[src/rtl/core/spc_pkg.sv]
// shared constants, tables, types and gain computation for the scan converter
`timescale 1ns / 1ps

package spc_pkg;

	localparam int CORDIC_STEPS = 16;
	localparam int ANGLE_BITS   = 16;

	localparam int FRAC_BITS = 20;
	localparam int TABLE_LEN = 24;
	localparam int TBL_IDX_W = 5;

	localparam int RANGE_W  = 16;
	localparam int ANG_IN_W = 16;
	localparam int POINT_W  = 17;
	localparam int K_W      = 30;
	localparam int PROD_W   = RANGE_W + K_W;
	localparam int XY_W     = 39;
	localparam int Z_W      = ANGLE_BITS + 2;
	localparam int CNT_W    = (CORDIC_STEPS > 1) ? $clog2(CORDIC_STEPS) : 1;

	localparam int SHIFT_UP = (ANGLE_BITS >= ANG_IN_W) ? (ANGLE_BITS - ANG_IN_W) : 0;
	localparam int SHIFT_DN = (ANGLE_BITS < ANG_IN_W) ? (ANG_IN_W - ANGLE_BITS) : 0;
	localparam int HALF_DN  = (1 << SHIFT_DN) >> 1;
	localparam int PH_W     = ANG_IN_W + SHIFT_UP + 1;

	localparam int ATAN_SH   = 32 - ANGLE_BITS;
	localparam int ATAN_HALF = 1 << (ATAN_SH - 1);

	localparam int SCALE_SH = 30 - FRAC_BITS;
	localparam int PT_MAX   = 65535;

	localparam int CFG_IDX_W  = 8;
	localparam int CFG_DATA_W = 16;
	localparam logic [CFG_IDX_W-1:0] REG_ANGLE_START = CFG_IDX_W'(0);
	localparam logic [CFG_IDX_W-1:0] REG_ANGLE_STEP  = CFG_IDX_W'(1);

	// controller to datapath
	typedef struct packed {
		logic load;
		logic mul;
		logic fold;
		logic step;
		logic store;
	} spc_cmd_t;

	// datapath to controller
	typedef struct packed {
		logic step_last;
	} spc_sts_t;

	// arctangent of 2^-i, 2^32 per turn
	function automatic logic [31:0] atan_turn32(input logic [TBL_IDX_W-1:0] idx);
		logic [31:0] v;
		unique case (idx)
			5'd0:    v = 32'h20000000;
			5'd1:    v = 32'h12E4051E;
			5'd2:    v = 32'h09FB385B;
			5'd3:    v = 32'h051111D4;
			5'd4:    v = 32'h028B0D43;
			5'd5:    v = 32'h0145D7E1;
			5'd6:    v = 32'h00A2F61E;
			5'd7:    v = 32'h00517C55;
			5'd8:    v = 32'h0028BE53;
			5'd9:    v = 32'h00145F2F;
			5'd10:   v = 32'h000A2F98;
			5'd11:   v = 32'h000517CC;
			5'd12:   v = 32'h00028BE6;
			5'd13:   v = 32'h000145F3;
			5'd14:   v = 32'h0000A2FA;
			5'd15:   v = 32'h0000517D;
			5'd16:   v = 32'h000028BE;
			5'd17:   v = 32'h0000145F;
			5'd18:   v = 32'h00000A30;
			5'd19:   v = 32'h00000518;
			5'd20:   v = 32'h0000028C;
			5'd21:   v = 32'h00000146;
			5'd22:   v = 32'h000000A3;
			5'd23:   v = 32'h00000051;
			default: v = 32'h00000000;
		endcase
		return v;
	endfunction

	// arctangent rounded half up to the working angle resolution
	function automatic logic [Z_W-1:0] atan_step(input logic [CNT_W-1:0] idx);
		logic [32:0] sum;
		logic [32:0] shifted;
		sum     = {1'b0, atan_turn32(TBL_IDX_W'(idx))} + 33'(ATAN_HALF);
		shifted = sum >> ATAN_SH;
		return shifted[Z_W-1:0];
	endfunction

	// inverse cordic gain in q30, evaluated at elaboration
	function automatic logic [63:0] gain_inv_q30();
		logic [63:0] g2;
		logic [63:0] n;
		logic [63:0] root;
		logic [63:0] bitv;
		logic [63:0] g;
		logic [63:0] num;
		logic [63:0] quo;
		logic [64:0] rem;
		int i;
		g2 = 64'd1 << 30;
		for (i = 0; i < CORDIC_STEPS && i < TABLE_LEN; i++) begin
			g2 = g2 + ((g2 + ((64'd1 << (2 * i)) >> 1)) >> (2 * i));
		end
		// integer square root, floor
		n    = g2 << 30;
		root = 64'd0;
		bitv = 64'd1 << 62;
		for (i = 0; i < 32; i++) begin
			if (n >= root + bitv) begin
				n    = n - (root + bitv);
				root = (root >> 1) + bitv;
			end else begin
				root = root >> 1;
			end
			bitv = bitv >> 2;
		end
		g = (root == 64'd0) ? 64'd1 : root;
		// shift-subtract quotient, rounded half up
		num = (64'd1 << 60) + (g >> 1);
		rem = 65'd0;
		quo = 64'd0;
		for (i = 63; i >= 0; i--) begin
			rem = {rem[63:0], num[i]};
			if (rem >= {1'b0, g}) begin
				rem    = rem - {1'b0, g};
				quo[i] = 1'b1;
			end
		end
		return quo;
	endfunction

	localparam logic [63:0]    GAIN_FULL = gain_inv_q30();
	localparam logic [K_W-1:0] GAIN_K    = GAIN_FULL[K_W-1:0];

endpackage

[src/rtl/core/spc_in_if.sv]
// beam item channel
`timescale 1ns / 1ps

interface spc_in_if;
	logic                         valid;
	logic                         ready;
	logic [spc_pkg::RANGE_W-1:0]  range;
	logic                         last_beam;

	modport source (output valid, output range, output last_beam, input ready);
	modport sink   (input valid, input range, input last_beam, output ready);
endinterface

[src/rtl/core/spc_out_if.sv]
// cartesian point item channel
`timescale 1ns / 1ps

interface spc_out_if;
	logic                                valid;
	logic                                ready;
	logic signed [spc_pkg::POINT_W-1:0]  point_x;
	logic signed [spc_pkg::POINT_W-1:0]  point_y;
	logic                                scan_end;

	modport source (output valid, output point_x, output point_y, output scan_end, input ready);
	modport sink   (input valid, input point_x, input point_y, input scan_end, output ready);
endinterface

[src/rtl/core/spc_cfg_if.sv]
// register write channel
`timescale 1ns / 1ps

interface spc_cfg_if;
	logic                            valid;
	logic                            ready;
	logic [spc_pkg::CFG_IDX_W-1:0]   index;
	logic [spc_pkg::CFG_DATA_W-1:0]  data;

	modport source (output valid, output index, output data, input ready);
	modport sink   (input valid, input index, input data, output ready);
endinterface

[src/rtl/core/scan_polar_to_cartesian.sv]
// top level of the polar to cartesian scan converter
//
//   channel  dir  payload                          accepted when
//   cfg      in   index, data                      cfg.valid & cfg.ready
//   beam     in   range, last_beam                 beam.valid & beam.ready
//   point    out  point_x, point_y, scan_end       point.valid & point.ready
//
// a beam holds the block until its result is stored: the accepting cycle
// latches it, then come the range times gain product, the fold of the angle
// into the right half plane, cordic_steps rotations on the shared add/shift
// unit and the step that rounds and saturates into the result register.
// the next beam is taken as soon as the result is parked, even if the point
// channel is stalled; a second result waits in the rounding step until the
// parked one is taken.
// arst_n clears the sequencer, the angle offset and both angle registers.
`timescale 1ns / 1ps

module scan_polar_to_cartesian (
	input  logic      clk,
	input  logic      arst_n,
	spc_cfg_if.sink   cfg,
	spc_in_if.sink    beam,
	spc_out_if.source point
);

	// angle registers; write only while idle, the block does not enforce this
	logic [spc_pkg::ANG_IN_W-1:0] angle_start_q;
	logic [spc_pkg::ANG_IN_W-1:0] angle_step_q;

	spc_pkg::spc_cmd_t cmd;
	spc_pkg::spc_sts_t sts;

	// writes are always taken; unknown indexes fall through
	assign cfg.ready = 1'b1;

	always_ff @(posedge clk or negedge arst_n) begin
		if (!arst_n) begin
			angle_start_q <= '0;
			angle_step_q  <= '0;
		end else if (cfg.valid) begin
			unique case (cfg.index)
				spc_pkg::REG_ANGLE_START: angle_start_q <= cfg.data;
				spc_pkg::REG_ANGLE_STEP:  angle_step_q  <= cfg.data;
				default: ;
			endcase
		end
	end

	// sequencer: owns the handshakes and the result valid flag
	spc_ctrl u_ctrl (
		.clk       (clk),
		.arst_n    (arst_n),
		.in_valid  (beam.valid),
		.in_ready  (beam.ready),
		.out_valid (point.valid),
		.out_ready (point.ready),
		.sts       (sts),
		.cmd       (cmd)
	);

	// datapath: running angle, gain scaling, rotations and result register
	spc_dp u_dp (
		.clk         (clk),
		.arst_n      (arst_n),
		.cmd         (cmd),
		.sts         (sts),
		.angle_start (angle_start_q),
		.angle_step  (angle_step_q),
		.range       (beam.range),
		.last_beam   (beam.last_beam),
		.point_x     (point.point_x),
		.point_y     (point.point_y),
		.scan_end    (point.scan_end)
	);

endmodule

[src/rtl/core/spc_ctrl.sv]
// sequencing state machine for the scan converter
`timescale 1ns / 1ps

module spc_ctrl (
	input  logic              clk,
	input  logic              arst_n,
	input  logic              in_valid,
	output logic              in_ready,
	output logic              out_valid,
	input  logic              out_ready,
	input  spc_pkg::spc_sts_t sts,
	output spc_pkg::spc_cmd_t cmd
);

	typedef enum logic [2:0] {
		S_IDLE,
		S_MUL,
		S_FOLD,
		S_ITER,
		S_FIN
	} state_t;

	state_t state_q;
	logic   out_valid_q;

	assign in_ready  = (state_q == S_IDLE);
	assign out_valid = out_valid_q;

	always_comb begin
		cmd.load  = (state_q == S_IDLE) && in_valid;
		cmd.mul   = (state_q == S_MUL);
		cmd.fold  = (state_q == S_FOLD);
		cmd.step  = (state_q == S_ITER);
		cmd.store = (state_q == S_FIN) && (!out_valid_q || out_ready);
	end

	always_ff @(posedge clk or negedge arst_n) begin
		if (!arst_n) begin
			state_q     <= S_IDLE;
			out_valid_q <= 1'b0;
		end else begin
			unique case (state_q)
				S_IDLE: if (in_valid) state_q <= S_MUL;
				S_MUL:  state_q <= S_FOLD;
				S_FOLD: state_q <= S_ITER;
				S_ITER: if (sts.step_last) state_q <= S_FIN;
				S_FIN:  if (cmd.store) state_q <= S_IDLE;
				default: state_q <= S_IDLE;
			endcase
			if (cmd.store) begin
				out_valid_q <= 1'b1;
			end else if (out_ready) begin
				out_valid_q <= 1'b0;
			end
		end
	end

endmodule

[src/rtl/core/spc_dp.sv]
// angle tracking, gain scaling and iterative cordic datapath
`timescale 1ns / 1ps

module spc_dp (
	input  logic                                  clk,
	input  logic                                  arst_n,
	input  spc_pkg::spc_cmd_t                     cmd,
	output spc_pkg::spc_sts_t                     sts,
	input  logic [spc_pkg::ANG_IN_W-1:0]          angle_start,
	input  logic [spc_pkg::ANG_IN_W-1:0]          angle_step,
	input  logic [spc_pkg::RANGE_W-1:0]           range,
	input  logic                                  last_beam,
	output logic signed [spc_pkg::POINT_W-1:0]    point_x,
	output logic signed [spc_pkg::POINT_W-1:0]    point_y,
	output logic                                  scan_end
);

	localparam int XY_W  = spc_pkg::XY_W;
	localparam int Z_W   = spc_pkg::Z_W;
	localparam int PW    = spc_pkg::PROD_W;
	localparam logic signed [Z_W-1:0] Z_QUARTER = Z_W'(1 << (spc_pkg::ANGLE_BITS - 2));
	localparam logic signed [Z_W-1:0] Z_HALF    = Z_W'(1 << (spc_pkg::ANGLE_BITS - 1));
	localparam logic signed [XY_W-1:0] RND_F    = XY_W'(1 << (spc_pkg::FRAC_BITS - 1));
	localparam logic signed [XY_W-1:0] SAT_HI   = XY_W'(spc_pkg::PT_MAX);
	localparam logic signed [XY_W-1:0] SAT_LO   = -SAT_HI;

	logic [spc_pkg::ANG_IN_W-1:0]      offset_q;
	logic [spc_pkg::CNT_W-1:0]         cnt_q;
	logic [spc_pkg::RANGE_W-1:0]       range_q;
	logic                              last_q;
	logic [PW-1:0]                     prod_q;
	logic signed [XY_W-1:0]            x_q;
	logic signed [XY_W-1:0]            y_q;
	logic signed [Z_W-1:0]             z_q;
	logic signed [spc_pkg::POINT_W-1:0] res_x_q;
	logic signed [spc_pkg::POINT_W-1:0] res_y_q;
	logic                              res_end_q;

	logic [spc_pkg::ANG_IN_W-1:0]      a16;
	logic [spc_pkg::PH_W-1:0]          ph_sum;
	logic [spc_pkg::PH_W-1:0]          ph_shift;
	logic [spc_pkg::ANGLE_BITS-1:0]    phase;
	logic signed [Z_W-1:0]             z_load;
	logic [PW:0]                       k_sum;
	logic [PW:0]                       k_shift;
	logic signed [XY_W-1:0]            x_init;
	logic signed [XY_W-1:0]            dx;
	logic signed [XY_W-1:0]            dy;
	logic signed [Z_W-1:0]             t_step;
	logic signed [XY_W-1:0]            x_rnd;
	logic signed [XY_W-1:0]            y_rnd;

	function automatic logic signed [spc_pkg::POINT_W-1:0] sat(input logic signed [XY_W-1:0] v);
		logic signed [XY_W-1:0] c;
		if (v > SAT_HI) begin
			c = SAT_HI;
		end else if (v < SAT_LO) begin
			c = SAT_LO;
		end else begin
			c = v;
		end
		return c[spc_pkg::POINT_W-1:0];
	endfunction

	// beam angle mapped to the working resolution, as a signed turn fraction
	assign a16      = angle_start + offset_q;
	assign ph_sum   = (spc_pkg::PH_W'(a16) << spc_pkg::SHIFT_UP)
	                  + spc_pkg::PH_W'(spc_pkg::HALF_DN);
	assign ph_shift = ph_sum >> spc_pkg::SHIFT_DN;
	assign phase    = ph_shift[spc_pkg::ANGLE_BITS-1:0];
	assign z_load   = Z_W'($signed(phase));

	// start vector length range*k in q20, rounded half up
	assign k_sum   = (PW + 1)'(prod_q) + (PW + 1)'(1 << (spc_pkg::SCALE_SH - 1));
	assign k_shift = k_sum >> spc_pkg::SCALE_SH;
	assign x_init  = $signed(XY_W'(k_shift));

	assign dx     = y_q >>> cnt_q;
	assign dy     = x_q >>> cnt_q;
	assign t_step = $signed(spc_pkg::atan_step(cnt_q));

	assign x_rnd = (x_q + RND_F) >>> spc_pkg::FRAC_BITS;
	assign y_rnd = (y_q + RND_F) >>> spc_pkg::FRAC_BITS;

	assign sts.step_last = (cnt_q == spc_pkg::CNT_W'(spc_pkg::CORDIC_STEPS - 1));

	assign point_x  = res_x_q;
	assign point_y  = res_y_q;
	assign scan_end = res_end_q;

	always_ff @(posedge clk or negedge arst_n) begin
		if (!arst_n) begin
			offset_q <= '0;
			cnt_q    <= '0;
		end else begin
			if (cmd.load) begin
				offset_q <= last_beam ? '0 : (offset_q + angle_step);
			end
			if (cmd.fold) begin
				cnt_q <= '0;
			end else if (cmd.step) begin
				cnt_q <= cnt_q + spc_pkg::CNT_W'(1);
			end
		end
	end

	always_ff @(posedge clk) begin
		if (cmd.load) begin
			range_q <= range;
			last_q  <= last_beam;
			z_q     <= z_load;
		end
		if (cmd.mul) begin
			prod_q <= PW'(range_q) * PW'(spc_pkg::GAIN_K);
		end
		if (cmd.fold) begin
			y_q <= '0;
			if (z_q > Z_QUARTER) begin
				z_q <= z_q - Z_HALF;
				x_q <= -x_init;
			end else if (z_q < -Z_QUARTER) begin
				z_q <= z_q + Z_HALF;
				x_q <= -x_init;
			end else begin
				x_q <= x_init;
			end
		end
		if (cmd.step) begin
			if (!z_q[Z_W-1]) begin
				x_q <= x_q - dx;
				y_q <= y_q + dy;
				z_q <= z_q - t_step;
			end else begin
				x_q <= x_q + dx;
				y_q <= y_q - dy;
				z_q <= z_q + t_step;
			end
		end
		if (cmd.store) begin
			res_x_q   <= sat(x_rnd);
			res_y_q   <= sat(y_rnd);
			res_end_q <= last_q;
		end
	end

endmodule

[src/flat_wrapper.sv]
// flat-port wrapper written by rule: the top's interface ports become plain ports
module scan_polar_to_cartesian_flat 
  (clk, arst_n, cfg_valid, cfg_index, cfg_data, cfg_ready, beam_valid, beam_range, beam_last_beam, beam_ready, point_valid, point_point_x, point_point_y, point_scan_end, point_ready);
  spc_cfg_if cfg_i ();
  spc_in_if beam_i ();
  spc_out_if point_i ();
  input  logic clk;
  input  logic arst_n;
  input wire logic [$bits(cfg_i.valid)-1:0] cfg_valid;
  input wire logic [$bits(cfg_i.index)-1:0] cfg_index;
  input wire logic [$bits(cfg_i.data)-1:0] cfg_data;
  output wire logic [$bits(cfg_i.ready)-1:0] cfg_ready;
  input wire logic [$bits(beam_i.valid)-1:0] beam_valid;
  input wire logic [$bits(beam_i.range)-1:0] beam_range;
  input wire logic [$bits(beam_i.last_beam)-1:0] beam_last_beam;
  output wire logic [$bits(beam_i.ready)-1:0] beam_ready;
  output wire logic [$bits(point_i.valid)-1:0] point_valid;
  output wire logic [$bits(point_i.point_x)-1:0] point_point_x;
  output wire logic [$bits(point_i.point_y)-1:0] point_point_y;
  output wire logic [$bits(point_i.scan_end)-1:0] point_scan_end;
  input wire logic [$bits(point_i.ready)-1:0] point_ready;
  assign cfg_i.valid = cfg_valid;
  assign cfg_i.index = cfg_index;
  assign cfg_i.data = cfg_data;
  assign cfg_ready = cfg_i.ready;
  assign beam_i.valid = beam_valid;
  assign beam_i.range = beam_range;
  assign beam_i.last_beam = beam_last_beam;
  assign beam_ready = beam_i.ready;
  assign point_valid = point_i.valid;
  assign point_point_x = point_i.point_x;
  assign point_point_y = point_i.point_y;
  assign point_scan_end = point_i.scan_end;
  assign point_i.ready = point_ready;
  scan_polar_to_cartesian u_core (.clk(clk), .arst_n(arst_n), .cfg(cfg_i), .beam(beam_i), .point(point_i));
endmodule
[config.mk]
export PLATFORM = sky130hd
export DESIGN_NAME = scan_polar_to_cartesian_flat
export DESIGN_NICKNAME = d
export VERILOG_FILES = /design/src/rtl/core/spc_pkg.sv /design/src/rtl/core/spc_in_if.sv /design/src/rtl/core/spc_out_if.sv /design/src/rtl/core/spc_cfg_if.sv /design/src/rtl/core/scan_polar_to_cartesian.sv /design/src/rtl/core/spc_ctrl.sv /design/src/rtl/core/spc_dp.sv /design/src/flat_wrapper.sv
export SDC_FILE = /design/constraint.sdc
export NUM_CORES = 2
export LEC_CHECK = 0
export BUFFER_PORTS_ARGS = -buffer_cell sky130_fd_sc_hd__buf_2
export CELL_PAD_IN_SITES_DETAIL_PLACEMENT = 0
export CELL_PAD_IN_SITES_GLOBAL_PLACEMENT = 1
export CORE_UTILIZATION = 47
export CTS_BUF_LIST = sky130_fd_sc_hd__clkbuf_4 sky130_fd_sc_hd__clkbuf_8
export CTS_CLUSTER_SIZE = 10
export DETAILED_ROUTE_END_ITERATION = 7
export GPL_TIMING_DRIVEN = 0
export PLACE_DENSITY_LB_ADDON = 0.3
export REMOVE_ABC_BUFFERS = 1
export SLEW_MARGIN = 20
export SYNTH_ARGS = -nofsm -noshare
export SYNTH_HDL_FRONTEND = slang
export SYNTH_SLANG_ARGS = --single-unit
[constraint.sdc]
create_clock -name clk -period 6.72 [get_ports clk]
set_input_delay 0.336 -clock clk [delete_from_list [all_inputs] [get_ports clk]]
set_output_delay 0.336 -clock clk [all_outputs]
set_load 0.1 [all_outputs]
-- Word-level counts from Yosys, hierarchy flattened
Memory sizes are Yosys's and may differ from the RTL's.
Index checks and enable logic that the tools add are counted.
- add/subtract/negate cells: 16
- multipliers: 1
- $lt $le $gt $ge: 6
- eq/ne operators: 9
- shift-type cells: 2
- muxes and demuxes: 25
- reductions and logical operators: 13
- operators with widths (operator ; number):
    $mux W39 ; 8
    $mux W18 ; 6
    $add A39 B21 Y39 const B ; 2
    $add A39 B39 Y39 ; 2
    $sshr A39 B4 Y39 ; 2
    $sub A39 B39 Y39 ; 2
    $add A46 B10 Y47 const B ; 1
    $mul A16 B29 Y45 const B ; 1
    $neg A37 Y39 ; 1
    $gt A19 B17 Y1 const B ; 2
    $lt A19 B17 Y1 const B ; 2
    $mux W17 ; 2
    $add A32 B16 Y33 const B ; 1
    $add A16 B16 Y16 ; 2
    $add A18 B17 Y18 const B ; 1
    $add A18 B18 Y18 ; 1
    $gt A18 B16 Y1 const B ; 1
    $lt A18 B15 Y1 const B ; 1
    $sub A18 B17 Y18 const B ; 1
    $sub A18 B18 Y18 ; 1
    $mux W16 ; 1
    $pmux W3 S5 ; 1
    $mux W3 ; 3
    $eq A8 B1 Y1 const B ; 1
    18 further kinds ; 26
- flip-flop bits (word level): 249
- ROM bits: 480
- input port bits: 46
- output and inout bits: 38
- memories kept: 1
- memory list (name ; depth ; bits a word ; read ports ; clocked after Yosys merged registers in ; write ports ; line ; RTL):
    (no name shown) ; 16 ; 30 ; 1 ; 0 ; 0 ; spc_pkg.sv:55 ; unique case (idx)

-- Logic depth before layout (Yosys ltp)
- depth after elaboration: 7
- mapped depth: 28
- depth with buffers taken out: 23

-- Cells and area by module
From an unflattened synthesis, not the netlist that was laid out.
- cell total of the unflattened synthesis: 3380
- area total of the unflattened synthesis: 31592.8 µm²
- modules (own cells, without submodules) (module ; times used ; cells each ; area each (µm²) ; sequential area each (µm²)):
    spc_dp ; 1 ; 3284 ; 30090.1 ; 6025.8
    scan_polar_to_cartesian ; 1 ; 74 ; 1290.0 ; 800.8
    spc_ctrl ; 1 ; 22 ; 212.7 ; 100.1

-- Worst setup path before layout
OpenSTA, ideal clock, no wires.
- path type: register to register
- from: register u_core.u_dp.cnt_q[0] in the netlist's numbering
- to: register u_core.u_dp.z_q[16]
- library setup time: 120 ps
- arrival time: 6211 ps
- required time: 6600 ps
- setup slack: 389 ps
- stages on the path, launching flop included: 27
- period minus slack after synthesis: 6331 ps
- cell sequence: dfrtp_1 > buf_2 > inv_1 > buf_2 > buf_2 > buf_1 > clkbuf_1 > ha_1 > inv_1 > mux4_2 > ha_1 > and3_1 > nand3b_1 > xnor2_1 > nor2_1 > and3_1 > or2_2 > xnor2_1 > ha_1 > o21ai_0 > nor2_1 > a221o_1 > o21ai_0 > a21oi_1 > a2111oi_0 > nor3_1 > a211o_1
- word-level cells in the longest chain between the ends: 5
- ends and longest elaborated chain (element ; line ; RTL):
    start, declared ; spc_dp.sv:28 ; logic [spc_pkg::CNT_W-1:0] cnt_q;
    start signal, assigned ; spc_dp.sv:102 ; cnt_q <= cnt_q + spc_pkg::CNT_W'(1);
    $mem_v2 Z16 W30 (*) ; - ;
    $add A32 B16 Y33 (*) ; spc_pkg.sv:89 ; sum = {1'b0, atan_turn32(TBL_IDX_W'(idx))} + 33'(ATAN_HALF);
    $sub A18 B18 Y18 / $add A18 B18 Y18 (equally long branches) ; spc_dp.sv:132, spc_dp.sv:136 ;
    $mux W18 (*) ; spc_dp.sv:129 ; if (!z_q[Z_W-1]) begin
    $mux W18 (*) ; spc_dp.sv:128 ; if (cmd.step) begin
    end signal, assigned ; spc_dp.sv:122 ; z_q <= z_q + Z_HALF;
    end signal, assigned ; spc_dp.sv:132 ; z_q <= z_q - t_step;
    end signal, assigned ; spc_dp.sv:136 ; z_q <= z_q + t_step;
    end, declared ; spc_dp.sv:34 ; logic signed [Z_W-1:0] z_q;
Every way passes the cells marked *; elsewhere a longest branch is shown, timed or not.
A chain may end at the register's enable or synchronous reset.

-- Final worst setup path
- from: register u_core.u_dp.cnt_q[1] in the netlist's numbering
- to: register u_core.u_dp.x_q[33] (data pin)
- word-level cells in the longest chain between the ends: 4
- ends and longest elaborated chain (element ; line ; RTL):
    $sshr A39 B4 Y39 (*) ; spc_dp.sv:78 ; assign dx = y_q >>> cnt_q;
    $sub A39 B39 Y39 / $add A39 B39 Y39 (equally long branches) ; spc_dp.sv:130, spc_dp.sv:134 ;
    $mux W39 (*) ; spc_dp.sv:129 ;
    $mux W39 (*) ; spc_dp.sv:128 ;
    end signal, assigned ; spc_dp.sv:125 ; x_q <= x_init;
    end signal, assigned ; spc_dp.sv:130 ; x_q <= x_q - dx;
    end signal, assigned ; spc_dp.sv:134 ; x_q <= x_q + dx;
    end, declared ; spc_dp.sv:32 ; logic signed [XY_W-1:0] x_q;
Marks and branches as above.

==> results.txt <==
- The run finished with clean final reports.
- Of all flip-flops after synthesis, the portion carrying an async set or reset was 23.2%.
* Number of flip-flops and latches in the synthesized netlist: 241
- The initialized floorplan defines 96 standard-cell rows.
* Kind of capture point of the worst setup path: register
- Wire length of the first global-routing pass: 141000 um
* Gp weighted congestion: 0.923
- Number of clock buffers inserted by TritonCTS: 49
- Master cell of the clock root buffer: clkbuf_8
- A synthesized cell averages 9.13 sq um.
- For this run, the leading register cell type out of synthesis is edfxtp_1.
* R2r endpoint: u_core.u_dp.x_q[33]
- The synthesized netlist occupies a cell area of 32700 sq um.
- Global-route usage over all layers: 24.9%
- Across the run, the number of max-cap violations was 0.
- Compared with the post-synthesis result, the final layout area differs by 9.37%.
- Number of antenna violations at the first check in global routing: 1
* Critical path type: register to register
- The setup check on the worst reg-to-reg path leaves a slack of 0.30 ns.
- The worst setup path is launched from a register.
* Routed wire length: 88400 um
- Unrepaired setup endpoints after global routing: yes
- Mapped Cells: 3580
* Floorplan die width: 266 um
- Clk slew on worst S/H paths: 0.06 ns
* Period minus WS final: 6.42 ns
- Headroom to the max-slew limit came out at 33.9%.
- Counting distinct cell types in the post-synthesis netlist gives 99.
- The via count of the first global-routing pass came to 25700.
* CTS sink cnt: 241
- Fraction of final layout cells with drive strength greater than 1: 12.2%
* Hold EP: u_core.angle_start_q[7]
* Floorplan die area: 70600 sq um
* Gr ovfl total: 0
- Pre-Repair DR Iteration Count: 5
- The tightest min-delay check is of the primary input to register type.
* Achievable frequency: 156 MHz
- In this run the remaining antenna-violating nets after routing total 0.
- Arrival time reported for the critical path endpoint: 6.82 ns
* Bufs on Longest Clock Path: 3
- Worst clock skew: 0.0438 ns
- Post-synth EDFFs: 182
- Routed length per placed instance: 19.3 um
* Number of cells traversed by the worst hold path: 3
- After synthesis, flip-flops and latches occupy 21.2% of the total area.
* Final Hold Fails: 0
- Post-layout net count: 4143
- Starting utilization of the core area: 47.6%
- The core region is 68700 sq um.
- Number of levels the H-tree was split into: 2
- Cell total after placement: 4445
- Maximum number of pins on one net before global-route repair: 71
* DRC violations left: 0
- Hold path start: cfg_index[0]
- Pin placement for this block handled 84 I/O pins.
* Quantity of I/O buffers inserted on ports: 82
- Number of failing setup endpoints in the final timing report: 0
- Highest net fanout along the worst path: 42
- For the pin with the worst max-slew slack, the measured transition is 0.992 ns.
- The first routing iteration left 1715 violations.
* Worst reg2reg startpoint: u_core.u_dp.cnt_q[1]
- The routed layout has 26300 vias.
- Measured in cells, the most critical reg-to-reg path has a length of 18.
- Die height: 266 um
- Final Cycle Share: 95.5%
- The layout has 6491 filler cells.
- Data required time of the critical path: 7.13 ns
- Clock latency of the later-clocked register in the worst-skew pair: 0.68 ns
- Final Slew Violations: 0
- Non-filler cells, final: 4593
* Via/cell ratio: 5.74
- Clock tree from TritonCTS: done
- For this run, the number of Yosys warnings is 0.
* DP HPWL: 67800 um
cells in the final DEF, fill, tap and decap left out, types with 41 or more instances in the layout:
master / n
fa_1: 177
nand4_1: 41
dfrtp_1: 52
nand3_1: 84
nor3_1: 56
nor2_1: 246
o21ai_0: 194
mux2i_1: 87
clkbuf_8: 52
a21oi_1: 218
xnor2_1: 202
mux4_2: 72
edfxtp_1: 182
nand2_1: 256
buf_2: 81
ha_1: 291
inv_1: 342
and3_1: 41
mux2_2: 82
a31oi_1: 54
a21o_1: 63
xor2_1: 120
per-stage QoR:
stage	setup slack, ns	cell area [sq um]	util (%)	TNS (ns)	hold slack, ns
after floorplan	-2.26	31900	-	-94.67	0.0404
after global placement	-5.47	33500	48.8	-399.09	0.404
after detailed placement	-0.379	33900	49.4	-1.87	0.436
after CTS	0.0193	35500	51.7	0	0.0802
after global routing	-0.0476	35700	52.0	-0.0476	0.111
final	0.304	35700	52.0	0	0.133
cells by family (layout without fill, tap and decap cells):
| family | Yosys count | count (layout) | synth area share, % |
|---|---|---|---|
| AOI/OAI and AO/OA | 824 | 824 | 16.2 |
| muxes | 247 | 247 | 10.9 |
| adders and majority gates | 476 | 476 | 22.3 |
| other | 1 | 2 | 0.0115 |
| buffers and inverters | 514 | 595 | 6.30 |
| xor gates and xnor gates | 323 | 323 | 8.66 |
| DFF | 241 | 241 | 21.2 |
| and+or+nand+nor | 954 | 954 | 14.5 |
worst max path at each step:
stage	startpoint	end	cells after the start
CTS	u_core.u_dp.range_q[13]	u_core.u_dp.prod_q[45]	19
global placement	u_core.u_dp.cnt_q[0]	u_core.u_dp.z_q[16]	21
finish	u_core.u_dp.cnt_q[1]	u_core.u_dp.x_q[33]	18
floorplan	u_core.u_dp.cnt_q[0]	u_core.u_dp.z_q[16]	21
global route	u_core.u_dp.range_q[15]	u_core.u_dp.prod_q[45]	19
detailed placement	u_core.u_dp.cnt_q[1]	u_core.u_dp.x_q[33]	18
sequential cells by signal (all words and copies together) (netlist names), 16 cells and up:
register	flops
u_core.u_dp.prod_q	37
u_core.u_dp.z_q	18
u_core.u_dp.point_y	17
u_core.u_dp.range_q	16
u_core.u_dp.y_q	39
u_core.u_dp.point_x	17
u_core.angle_step_q	16
u_core.angle_start_q	16
u_core.u_dp.x_q	39
u_core.u_dp.offset_q	16
per-layer routing:
layer	GRT usage, %	up-vias	wire, um
li1	-	13000	-
met1	34.1	12500	40800
met2	40.9	646	40700
met3	2.60	173	3850
met4	8.64	0	3050
met5	0	-	0
synth_stat cells, types with 85 or more instances:
cell type    n  area (sq um)
edfxtp_1   182          5470
clkbuf_1    98           368
nor2_1     250           938
o21ai_0    195           976
nand3_1     85           425
xnor2_1    202          1770
a21oi_1    219          1100
inv_1      346          1300
ha_1       299          3740
mux2i_1     87           871
fa_1       177          3540
xor2_1     121          1060
nand2_1    257           965
worst max-delay path, stage by stage (launching register included):
cell and delay, ns:
dfrtp_4 0.73, buf_16 0.32, mux4_1 0.71, mux4_2 0.56, or2_2 0.35, nor2_1 0.18
a21oi_1 0.10, xnor2_1 0.29, ha_1 0.38, and3_1 0.25, a21boi_0 0.13, o21ba_2 0.24
o311ai_2 0.39, a21oi_1 0.20, o2111ai_2 0.24, a21oi_1 0.17, o31a_1 0.31, or3_1 0.31
a31o_2 0.25
timing repair:
action                     CTS  global route
hold buffers                36             0
hold endpoints to repair   108             0
setup endpoints to repair    9            18
gates resized for setup      9            25
gates cloned                 0             1
setup buffers               10             9
pin swaps                    0             1
final cells by class:
| cell class | count | area, sq um | area share (%) |
|---|---|---|---|
| flip-flops and latches | 241 | 6950 | 19.4 |
| repair buffers | 156 | 1330 | 3.73 |
| multi-input cells | 2825 | 23900 | 66.8 |
| clock inverters | 28 | 300 | 0.840 |
| clock buffers | 63 | 798 | 2.23 |
| well taps | 931 | 1160 | 3.26 |
| inverters | 348 | 1320 | 3.68 |
| diodes | 1 | 2.50 | 0.00700 |
Power is left out: the tool's default activity adds up to more than one toggle a clock period on the data nets, which glitch-free logic cannot reach.
